--- src/rtl/core/ckhs_pkg.sv ---
// ----------------------------------------------------------------------------
// ckhs_pkg: shared types and constants for the canonical k-mer hash set
// Holds field widths, the hash constants and the sequencer state type.
// ----------------------------------------------------------------------------
package ckhs_pkg;

    localparam int KEY_W       = 64;
    localparam int LEN_W       = 6;
    localparam int SLOTS_W     = 13;
    localparam int SLOT_OUT_W  = 12;
    localparam int CFG_DATA_W  = 13;
    localparam int CFG_IDX_W   = 1;
    localparam int DEF_DEPTH   = 4096;

    localparam logic [LEN_W-1:0]   LEN_RESET   = 6'd21;
    localparam logic [SLOTS_W-1:0] SLOTS_RESET = 13'd4096;
    localparam logic [31:0]        HASH_MUL    = 32'h045d9f3b;
    localparam int                 HASH_SHIFT  = 16;

    localparam logic [CFG_IDX_W-1:0] REG_KMER_LENGTH = 1'b0;
    localparam logic [CFG_IDX_W-1:0] REG_TABLE_SLOTS = 1'b1;

    localparam logic ACT_INSERT = 1'b0;
    localparam logic ACT_LOOKUP = 1'b1;

    // Operations of the shared arithmetic unit.
    typedef enum logic [2:0] {
        OP_XSH,      // x ^= x >> 16
        OP_MUL_LO,   // acc = x[31:0] * M
        OP_MUL_HI,   // acc += x[63:32] * M << 32
        OP_REVC,     // one reverse-complement step, eight bases
        OP_MOD       // one restoring division step
    } alu_op_t;

    typedef enum logic [3:0] {
        ST_IDLE,
        ST_CLEAR,
        ST_REVC,
        ST_XSH,
        ST_MLO,
        ST_MHI,
        ST_MOD,
        ST_READ,
        ST_CHECK,
        ST_DONE
    } state_t;

    typedef struct packed {
        logic    start;
        alu_op_t op;
    } alu_ctl_t;

endpackage

--- src/rtl/core/ckhs_alu.sv ---
// ----------------------------------------------------------------------------
// ckhs_alu: shared arithmetic unit of the hash set
// Does the xorshift, the two halves of the 64x32 multiply, the
// reverse-complement steps and one bit of the modulo per cycle.
// ----------------------------------------------------------------------------
module ckhs_alu (
    input  logic                          clk,
    input  ckhs_pkg::alu_ctl_t            ctl,
    input  logic [ckhs_pkg::KEY_W-1:0]    load_val,
    input  logic [ckhs_pkg::SLOTS_W-1:0]  divisor,
    output logic [ckhs_pkg::KEY_W-1:0]    acc,
    output logic [ckhs_pkg::SLOTS_W-1:0]  rem
);
    import ckhs_pkg::*;

    logic [KEY_W-1:0]   acc_reg, acc_next;
    logic [KEY_W-1:0]   src_reg, src_next;
    logic [31:0]        quo_reg, quo_next;
    logic [SLOTS_W-1:0] rem_reg, rem_next;
    logic [SLOTS_W:0]   trial;
    logic [63:0]        prod;
    logic [31:0]        mul_in;

    assign mul_in = (ctl.op == OP_MUL_HI) ? src_reg[63:32] : src_reg[31:0];
    assign prod   = {32'd0, mul_in} * {32'd0, HASH_MUL};
    assign trial  = {rem_reg, quo_reg[31]};

    // One step of the selected operation per cycle.
    always_comb
    begin
        acc_next = acc_reg;
        src_next = src_reg;
        quo_next = quo_reg;
        rem_next = rem_reg;
        if (ctl.start)
        begin
            acc_next = load_val;
            src_next = load_val;
            quo_next = load_val[31:0];
            rem_next = '0;
        end
        else
        begin
            case (ctl.op)
                OP_XSH:
                begin
                    acc_next = acc_reg ^ (acc_reg >> HASH_SHIFT);
                    src_next = acc_next;
                    quo_next = acc_next[31:0];
                end
                OP_MUL_LO:
                begin
                    acc_next = prod;
                end
                OP_MUL_HI:
                begin
                    acc_next = acc_reg + {prod[31:0], 32'd0};
                end
                OP_REVC:
                begin
                    // Take the eight lowest bases, complement them in reverse order, shift in at the low end.
                    acc_next = {acc_reg[47:0], ~src_reg[1:0], ~src_reg[3:2], ~src_reg[5:4],
                                ~src_reg[7:6], ~src_reg[9:8], ~src_reg[11:10],
                                ~src_reg[13:12], ~src_reg[15:14]};
                    src_next = src_reg >> 16;
                end
                OP_MOD:
                begin
                    quo_next = {quo_reg[30:0], 1'b0};
                    if (trial >= {1'b0, divisor})
                    begin
                        rem_next = SLOTS_W'(trial - {1'b0, divisor});
                    end
                    else
                    begin
                        rem_next = trial[SLOTS_W-1:0];
                    end
                end
                default:
                begin
                    acc_next = acc_reg;
                end
            endcase
        end
    end

    always_ff @(posedge clk)
    begin
        acc_reg <= acc_next;
        src_reg <= src_next;
        quo_reg <= quo_next;
        rem_reg <= rem_next;
    end

    assign acc = acc_reg;
    assign rem = rem_reg;
endmodule

--- config.mk ---
export PLATFORM = sky130hd
export DESIGN_NAME = ckhs_alu
export DESIGN_NICKNAME = d
export VERILOG_FILES = /design/src/rtl/core/ckhs_pkg.sv /design/src/rtl/core/ckhs_alu.sv
export SDC_FILE = /design/constraint.sdc
export NUM_CORES = 2
export LEC_CHECK = 0
export BUFFER_PORTS_ARGS = -buffer_cell sky130_fd_sc_hd__buf_2
export CORE_MARGIN = 2
export CORE_UTILIZATION = 36
export CTS_CLUSTER_SIZE = 8
export DETAILED_ROUTE_END_ITERATION = 8
export GPL_TIMING_DRIVEN = 0
export PLACE_DENSITY = 0.58
export SLEW_MARGIN = 20
export SYNTH_ARGS = -nofsm -noshare
export SYNTH_HDL_FRONTEND = slang
export SYNTH_SLANG_ARGS = --single-unit
--- constraint.sdc ---
create_clock -name clk -period 27.1 [get_ports clk]
set_clock_uncertainty 0.1 [all_clocks]
set_input_delay 5.42 -clock clk [delete_from_list [all_inputs] [get_ports clk]]
set_output_delay 5.42 -clock clk [all_outputs]
set_load 0.03 [all_outputs]
# Word-level counts from Yosys, hierarchy flattened
# Cells that the tools add are included.
# W data, S select, Z words.
dict set report word_totals {
  elab_cells 33
  register_bits 173
  input_bits 82
  out_inout_bits 77
}
dict set report classes {
  order_cmp 1
  add_sub_neg 2
  n_eq_ne 4
  bitwise 9
  reduce_logical 4
  n_mul 1
  mux 8
}
# op count
set ops {}
lappend ops {{$pmux W64 S4} 1}
lappend ops {{$mux W64} 2}
lappend ops {{$pmux W64 S2} 1}
lappend ops {{$add A64 B64 Y64} 1}
lappend ops {{$mux W32} 2}
lappend ops {{$pmux W32 S2} 1}
lappend ops {{$xor A64 B48 Y64} 1}
lappend ops {{$mul A32 B27 Y59 const B} 1}
lappend ops {{$not A2 Y2} 8}
lappend ops {{$ge A14 B13 Y1} 1}
lappend ops {{$mux W13} 1}
lappend ops {{$sub A13 B13 Y13} 1}
lappend ops {{$eq A3 B2 Y1 const B} 2}
lappend ops {{$reduce_bool A3 Y1} 2}
lappend ops {{$reduce_bool A5 Y1} 1}
lappend ops {{$eq A3 B1 Y1 const B} 1}
lappend ops {{$eq A3 B3 Y1 const B} 1}
lappend ops {{$logic_not A3 Y1} 1}

# Depth between registers and ports, before layout
dict set report depth {
  ltp_word 6
  ltp_mapped 39
  mapped_depth_nobuf 36
}

# Worst setup path after synthesis
# No wires, ideal clock.
dict set report synth_timing {
  path_kind {input-to-reg}
  from {in ctl[2] (netlist bit)}
  to {reg acc_reg[62] (netlist: acc[62]) (data pin)}
  setup_time_ps 264
  required_time_ps 26736
  n_path_buf 4
  arrival_ps 13597
  slack_ps 13140
  path_stages 33
  cell_sequence {buf_2 -> inv_1 -> buf_2 -> nand2_1 -> clkbuf_1 -> buf_1 -> mux2i_1 -> inv_1 -> fa_1 -> ha_1 -> inv_1 -> fa_1 -> fa_1 -> inv_1 -> fa_1 -> fa_1 -> fa_1 -> ha_1 -> a2111oi_2 -> o21ai_1 -> o21a_1 -> a21o_1 -> a31o_2 -> a21boi_0 -> xnor2_1 -> ha_1 -> a21o_1 -> a21o_1 -> a21oi_1 -> o31ai_1 -> and4b_1 -> o21ai_0 -> nand3_1}
}
dict set report synth_via {
  elab_chain_len 6
  word_cells_on_any_way 9
  classes_between {add/sub (1); mul (1); eq/ne (3); mux (3); reduce/logical (1)}
}
# item line
set synth_lines {}
lappend synth_lines {{from (decl)} ckhs_alu.sv:8} ;# input ckhs_pkg::alu_ctl_t ctl,
lappend synth_lines {{$eq A3 B2 Y1} {ckhs_alu.sv:24, ckhs_alu.sv:44}}
lappend synth_lines {{$mux W32} ckhs_alu.sv:24} ;# assign mul_in = (ctl.op == OP_MUL_HI) ? src_reg[63:32] : src_reg[31:0];
lappend synth_lines {{$mul A32 B27 Y59} ckhs_alu.sv:25} ;# assign prod = {32'd0, mul_in} * {32'd0, HASH_MUL};
lappend synth_lines {{$add A64 B64 Y64} ckhs_alu.sv:57} ;# acc_next = acc_reg + {prod[31:0], 32'd0};
lappend synth_lines {{$pmux W64 S4 *} ckhs_alu.sv:44} ;# case (ctl.op)
lappend synth_lines {{$mux W64 *} ckhs_alu.sv:35} ;# if (ctl.start)
lappend synth_lines {{named net acc_next[62]} ckhs_alu.sv:16} ;# logic [KEY_W-1:0] acc_reg, acc_next;
lappend synth_lines {{to (signal assigned)} ckhs_alu.sv:89} ;# acc_reg <= acc_next;
lappend synth_lines {{to (decl)} ckhs_alu.sv:16}
# The timed path passes the listed nets; every way through them passes the cells marked *.
# A chain may end at the register's enable or synchronous reset.

# Worst setup path after layout
dict set report layout_timing {
  from {in ctl[2] (netlist bit)}
  to {reg acc_reg[63] (netlist: acc[63]) (data pin)}
}
# The elaborated chain is that of the path after synthesis.

==> results summary <==
The most used flip-flop cell after synthesis is sky130_fd_sc_hd__edfxtp_1. The root buffer cell chosen for the clock tree is sky130_fd_sc_hd__clkbuf_16. In the final timing run, aggregate negative setup slack is 0 ps. The floorplan step defined a die boundary enclosing a little under 80000 µm². The share of flip-flops with an asynchronous set or reset after synthesis came out at 0%. The fraction of layout instances using a drive strength above 1 is 7.13%. The clock-pin slew reported for the worst setup and hold paths after clock tree synthesis is 70 ps. The cell occurring most often along the worst timing path is sky130_fd_sc_hd__fa_1.

The clock net sink count is 173. The cell type with the highest aggregate area in the netlist is sky130_fd_sc_hd__fa_1. The worst endpoint required time came out at between 20000 and 30000 ps. The critical path starts at ctl[2].

The routability-driven placement congestion ratio came out at a little over 1. The leftover overflow at the end of global routing is 0. The final layout net count came out at between 3000 and 4000. The number of iterations in the first detailed-routing pass came out at 8.

In the final routed layout, each cell accounts on average for about 26 µm. The critical path depth came out at 32. The wire-length estimate of the detail-placed layout is between 90 and 100 mm. The worst register-to-register path begins at src_reg[10].

The violation count after the first detailed-route iteration came out at between 2000 and 3000. The H-tree depth came out at 4. The number of buffer and inverter stages on the critical path is 9. Once the clock tree was built, the resizer swapped 0 gates to a different size.

The final worst-path cycle share is 63.9%. On the critical path the largest part of the delay comes from adder cells. The most common cell in the synthesized netlist is sky130_fd_sc_hd__inv_1. In this run the deepest clock path goes through 2 buffers.

The global routing usage summed across all routing layers is roughly 28%. The start point of the worst min-delay path is rem[8]. The number of nets still failing antenna checks after routing came out at 0. The combined area of all synthesized cells came out at 27500 µm².

The via count of the routed design is approximately 24000. The initial antenna violation count came to 0. The number of warnings issued by yosys is 0. In this run the tightest slew margin relative to its limit is around 16%. For this configuration, the core starts out at a cell density of 36.3%. Setup repair after global routing left no endpoint under its margin.

For this block, the routed nets add up to roughly 110 mm of wire. The logic depth of the worst register-to-register path is 25. The instance count of the mapped netlist is roughly 3000. The area after detailed placement is 29700 µm². After synthesis, the cell types taking the most area are sky130_fd_sc_hd__fa_1 (27%), sky130_fd_sc_hd__edfxtp_1 (17%), sky130_fd_sc_hd__ha_1 (15%).

The achievable frequency is between 50 and 60 MHz. The horizontal extent of the die came out at ~280 µm. The wire length of the first global-routing pass came out at roughly 160 mm. Post-CTS timing repair inserted 0 buffers for setup. The setup slack of the most critical reg-to-reg path came out at about 17000 ps. The synthesized netlist net count came out at about 3800. The type of origin of the critical path is a primary input. Of the post-synthesis cell area, the dominant cell type holds 26.6%. The instance count along the most critical hold path is 2. For the worst setup path, the data arrival time is 17410 ps. The routed via count divided by cell count came out at about 5.7. The tool flagged a number of max-cap violations equal to 0. After synthesis the netlist holds a flip-flop and latch count of approximately 170. The clock buffer count from CTS came out at 17. The number of pins exceeding their max-slew limit in the final report is 0. The TritonCTS clock tree is yes. The number of hold violations in the final report is 0. After synthesis, the most frequently instantiated cells are sky130_fd_sc_hd__inv_1 (613), sky130_fd_sc_hd__fa_1 (366), sky130_fd_sc_hd__ha_1 (328), sky130_fd_sc_hd__a21oi_1 (208), sky130_fd_sc_hd__nand2_1 (199). Buffers placed on the I/O ports in this run total about 160. The total of hold buffers inserted after clock tree synthesis came out at 0. The number of I/O pins came out at around 160. Counting flops with a built-in enable in the synthesized netlist gives 160. The post-detailed-route DRC marker count is 0. For the pin with the worst max-slew slack, the measured transition is approximately 1300 ps. The worst-skew pair later-pin latency is about 470 ps.

The run finished with clean final reports. Once layout is done, the placed cells without fillers occupy 30300 µm². The largest single stage delay on the critical path is between 900 and 1000 ps. The layout overhead on the synthesized area came out at 10.1%. The number of different library cells in the post-synthesis netlist is 75. The count of endpoints failing setup in the final report came out at 0. The via count of the first global-routing pass is approximately 24000.

The worst min-delay path category is reg2reg. The core region is 75800 µm². The mean area per synthesized cell came out at between 9 and 10 µm². The slowest stage of the critical path is the sky130_fd_sc_hd__buf_1 cell. The height of the chip came out at between 200 and 300 µm.

The shortest clock period the worst path allows after layout came out at 17310 ps. STA classifies the critical path endpoint as a flip-flop. By startpoint and endpoint, the worst setup path is classified as in2reg. The number of core rows came out at approximately 100. Entering global routing, the biggest net connects just under 50 pins. The sequential fraction of the synthesis area came out at 18.4%. The largest fanout of any net on the critical path is 10.
-- worst reg2reg max path, stage by stage (launching register included) --
cell,delay [ps]
sky130_fd_sc_hd__edfxtp_1,470
sky130_fd_sc_hd__mux2i_1,850
sky130_fd_sc_hd__inv_1,440
sky130_fd_sc_hd__xnor2_1,590
sky130_fd_sc_hd__ha_1,380
sky130_fd_sc_hd__ha_1,350
sky130_fd_sc_hd__inv_1,80
sky130_fd_sc_hd__fa_1,480
sky130_fd_sc_hd__fa_1,520
sky130_fd_sc_hd__inv_1,50
sky130_fd_sc_hd__fa_1,570
sky130_fd_sc_hd__fa_1,430
sky130_fd_sc_hd__fa_1,450
sky130_fd_sc_hd__ha_1,430
sky130_fd_sc_hd__nand4_1,230
sky130_fd_sc_hd__nor3_1,380
sky130_fd_sc_hd__o2111ai_1,260
sky130_fd_sc_hd__a31oi_1,600
sky130_fd_sc_hd__a31oi_1,210
sky130_fd_sc_hd__xnor2_1,870
sky130_fd_sc_hd__ha_1,470
sky130_fd_sc_hd__a21oi_1,200
sky130_fd_sc_hd__nand4b_1,180
sky130_fd_sc_hd__a41oi_1,310
sky130_fd_sc_hd__xor2_1,150
sky130_fd_sc_hd__o21ai_0,80
-- cell usage in the layout, fill, tap and decap left out, types with 10 or more instances in the layout --
cell type and n:
sky130_fd_sc_hd__a211oi_1 21, sky130_fd_sc_hd__a21oi_1 208, sky130_fd_sc_hd__a31oi_1 21, sky130_fd_sc_hd__o22ai_1 11
sky130_fd_sc_hd__buf_2 164, sky130_fd_sc_hd__o21ai_0 196, sky130_fd_sc_hd__and3_1 16, sky130_fd_sc_hd__a21o_1 49
sky130_fd_sc_hd__o211ai_1 12, sky130_fd_sc_hd__nand2_1 199, sky130_fd_sc_hd__a22o_1 20, sky130_fd_sc_hd__nor2_1 172
sky130_fd_sc_hd__or3_1 11, sky130_fd_sc_hd__inv_1 613, sky130_fd_sc_hd__nor2b_1 12, sky130_fd_sc_hd__nand3_1 40
sky130_fd_sc_hd__dfxtp_1 13, sky130_fd_sc_hd__mux2i_1 32, sky130_fd_sc_hd__xor2_1 36, sky130_fd_sc_hd__o21bai_1 10
sky130_fd_sc_hd__xnor2_1 99, sky130_fd_sc_hd__nand4_1 19, sky130_fd_sc_hd__a22oi_1 11, sky130_fd_sc_hd__clkbuf_1 81
sky130_fd_sc_hd__clkbuf_16 17, sky130_fd_sc_hd__nor3_1 30, sky130_fd_sc_hd__o21a_1 23, sky130_fd_sc_hd__ha_1 328
sky130_fd_sc_hd__a221oi_1 12, sky130_fd_sc_hd__edfxtp_1 160, sky130_fd_sc_hd__nand2b_1 11, sky130_fd_sc_hd__fa_1 366
-- cell type report --
class	count	area [µm²]
clock inverter	14	184
inverter	615	2310
tap	978	1220
buffer	99	383
fill	7740	45500
sequential	173	5060
timing repair buffer	160	891
antenna	3	7.51
multi-input combinational	2107	19800
clock buffer	17	425
-- final timing paths --
| path | endpoint |
|---|---|
| max | acc[63] |
| min | rem[9] |
| max reg2reg | acc[63] |
| min reg2reg | rem[9] |
-- kinds of logic (layout without fill, tap and decap cells) --
family | count (synthesis) | count (layout) | synth area share (%)
buffers and inverters | 714 | 905 | 9.78
adders and majority gates | 694 | 694 | 41.6
AOI/OAI and AO/OA | 690 | 690 | 15.7
and+or+nand+nor | 551 | 551 | 8.96
DFF | 173 | 173 | 18.4
xor gates and xnor gates | 135 | 135 | 4.30
muxes | 37 | 37 | 1.35
other | 0 | 3 | 0
-- layer usage --
metal	part of all wire [%]	global-route usage, %
met5	0	0
met4	4.6	11.2
met3	10	6.46
met2	44	43.0
met1	41	37.0
-- stage by stage --
step	std cells	setup slack, ps	util [%]	hold WS, ps
3_3_place_gp	4128	9720	38.9	428
5_1_grt	4163	9510	39.9	470
3_5_place_dp	4132	9620	39.1	436
6_report	4166	9790	40.0	441
4_1_cts	4163	10080	39.9	447
2_1_floorplan	2994	13140	-	467
Power is left out: the tool's default activity adds up to more than one toggle a clock period on the data nets, which glitch-free logic cannot reach.
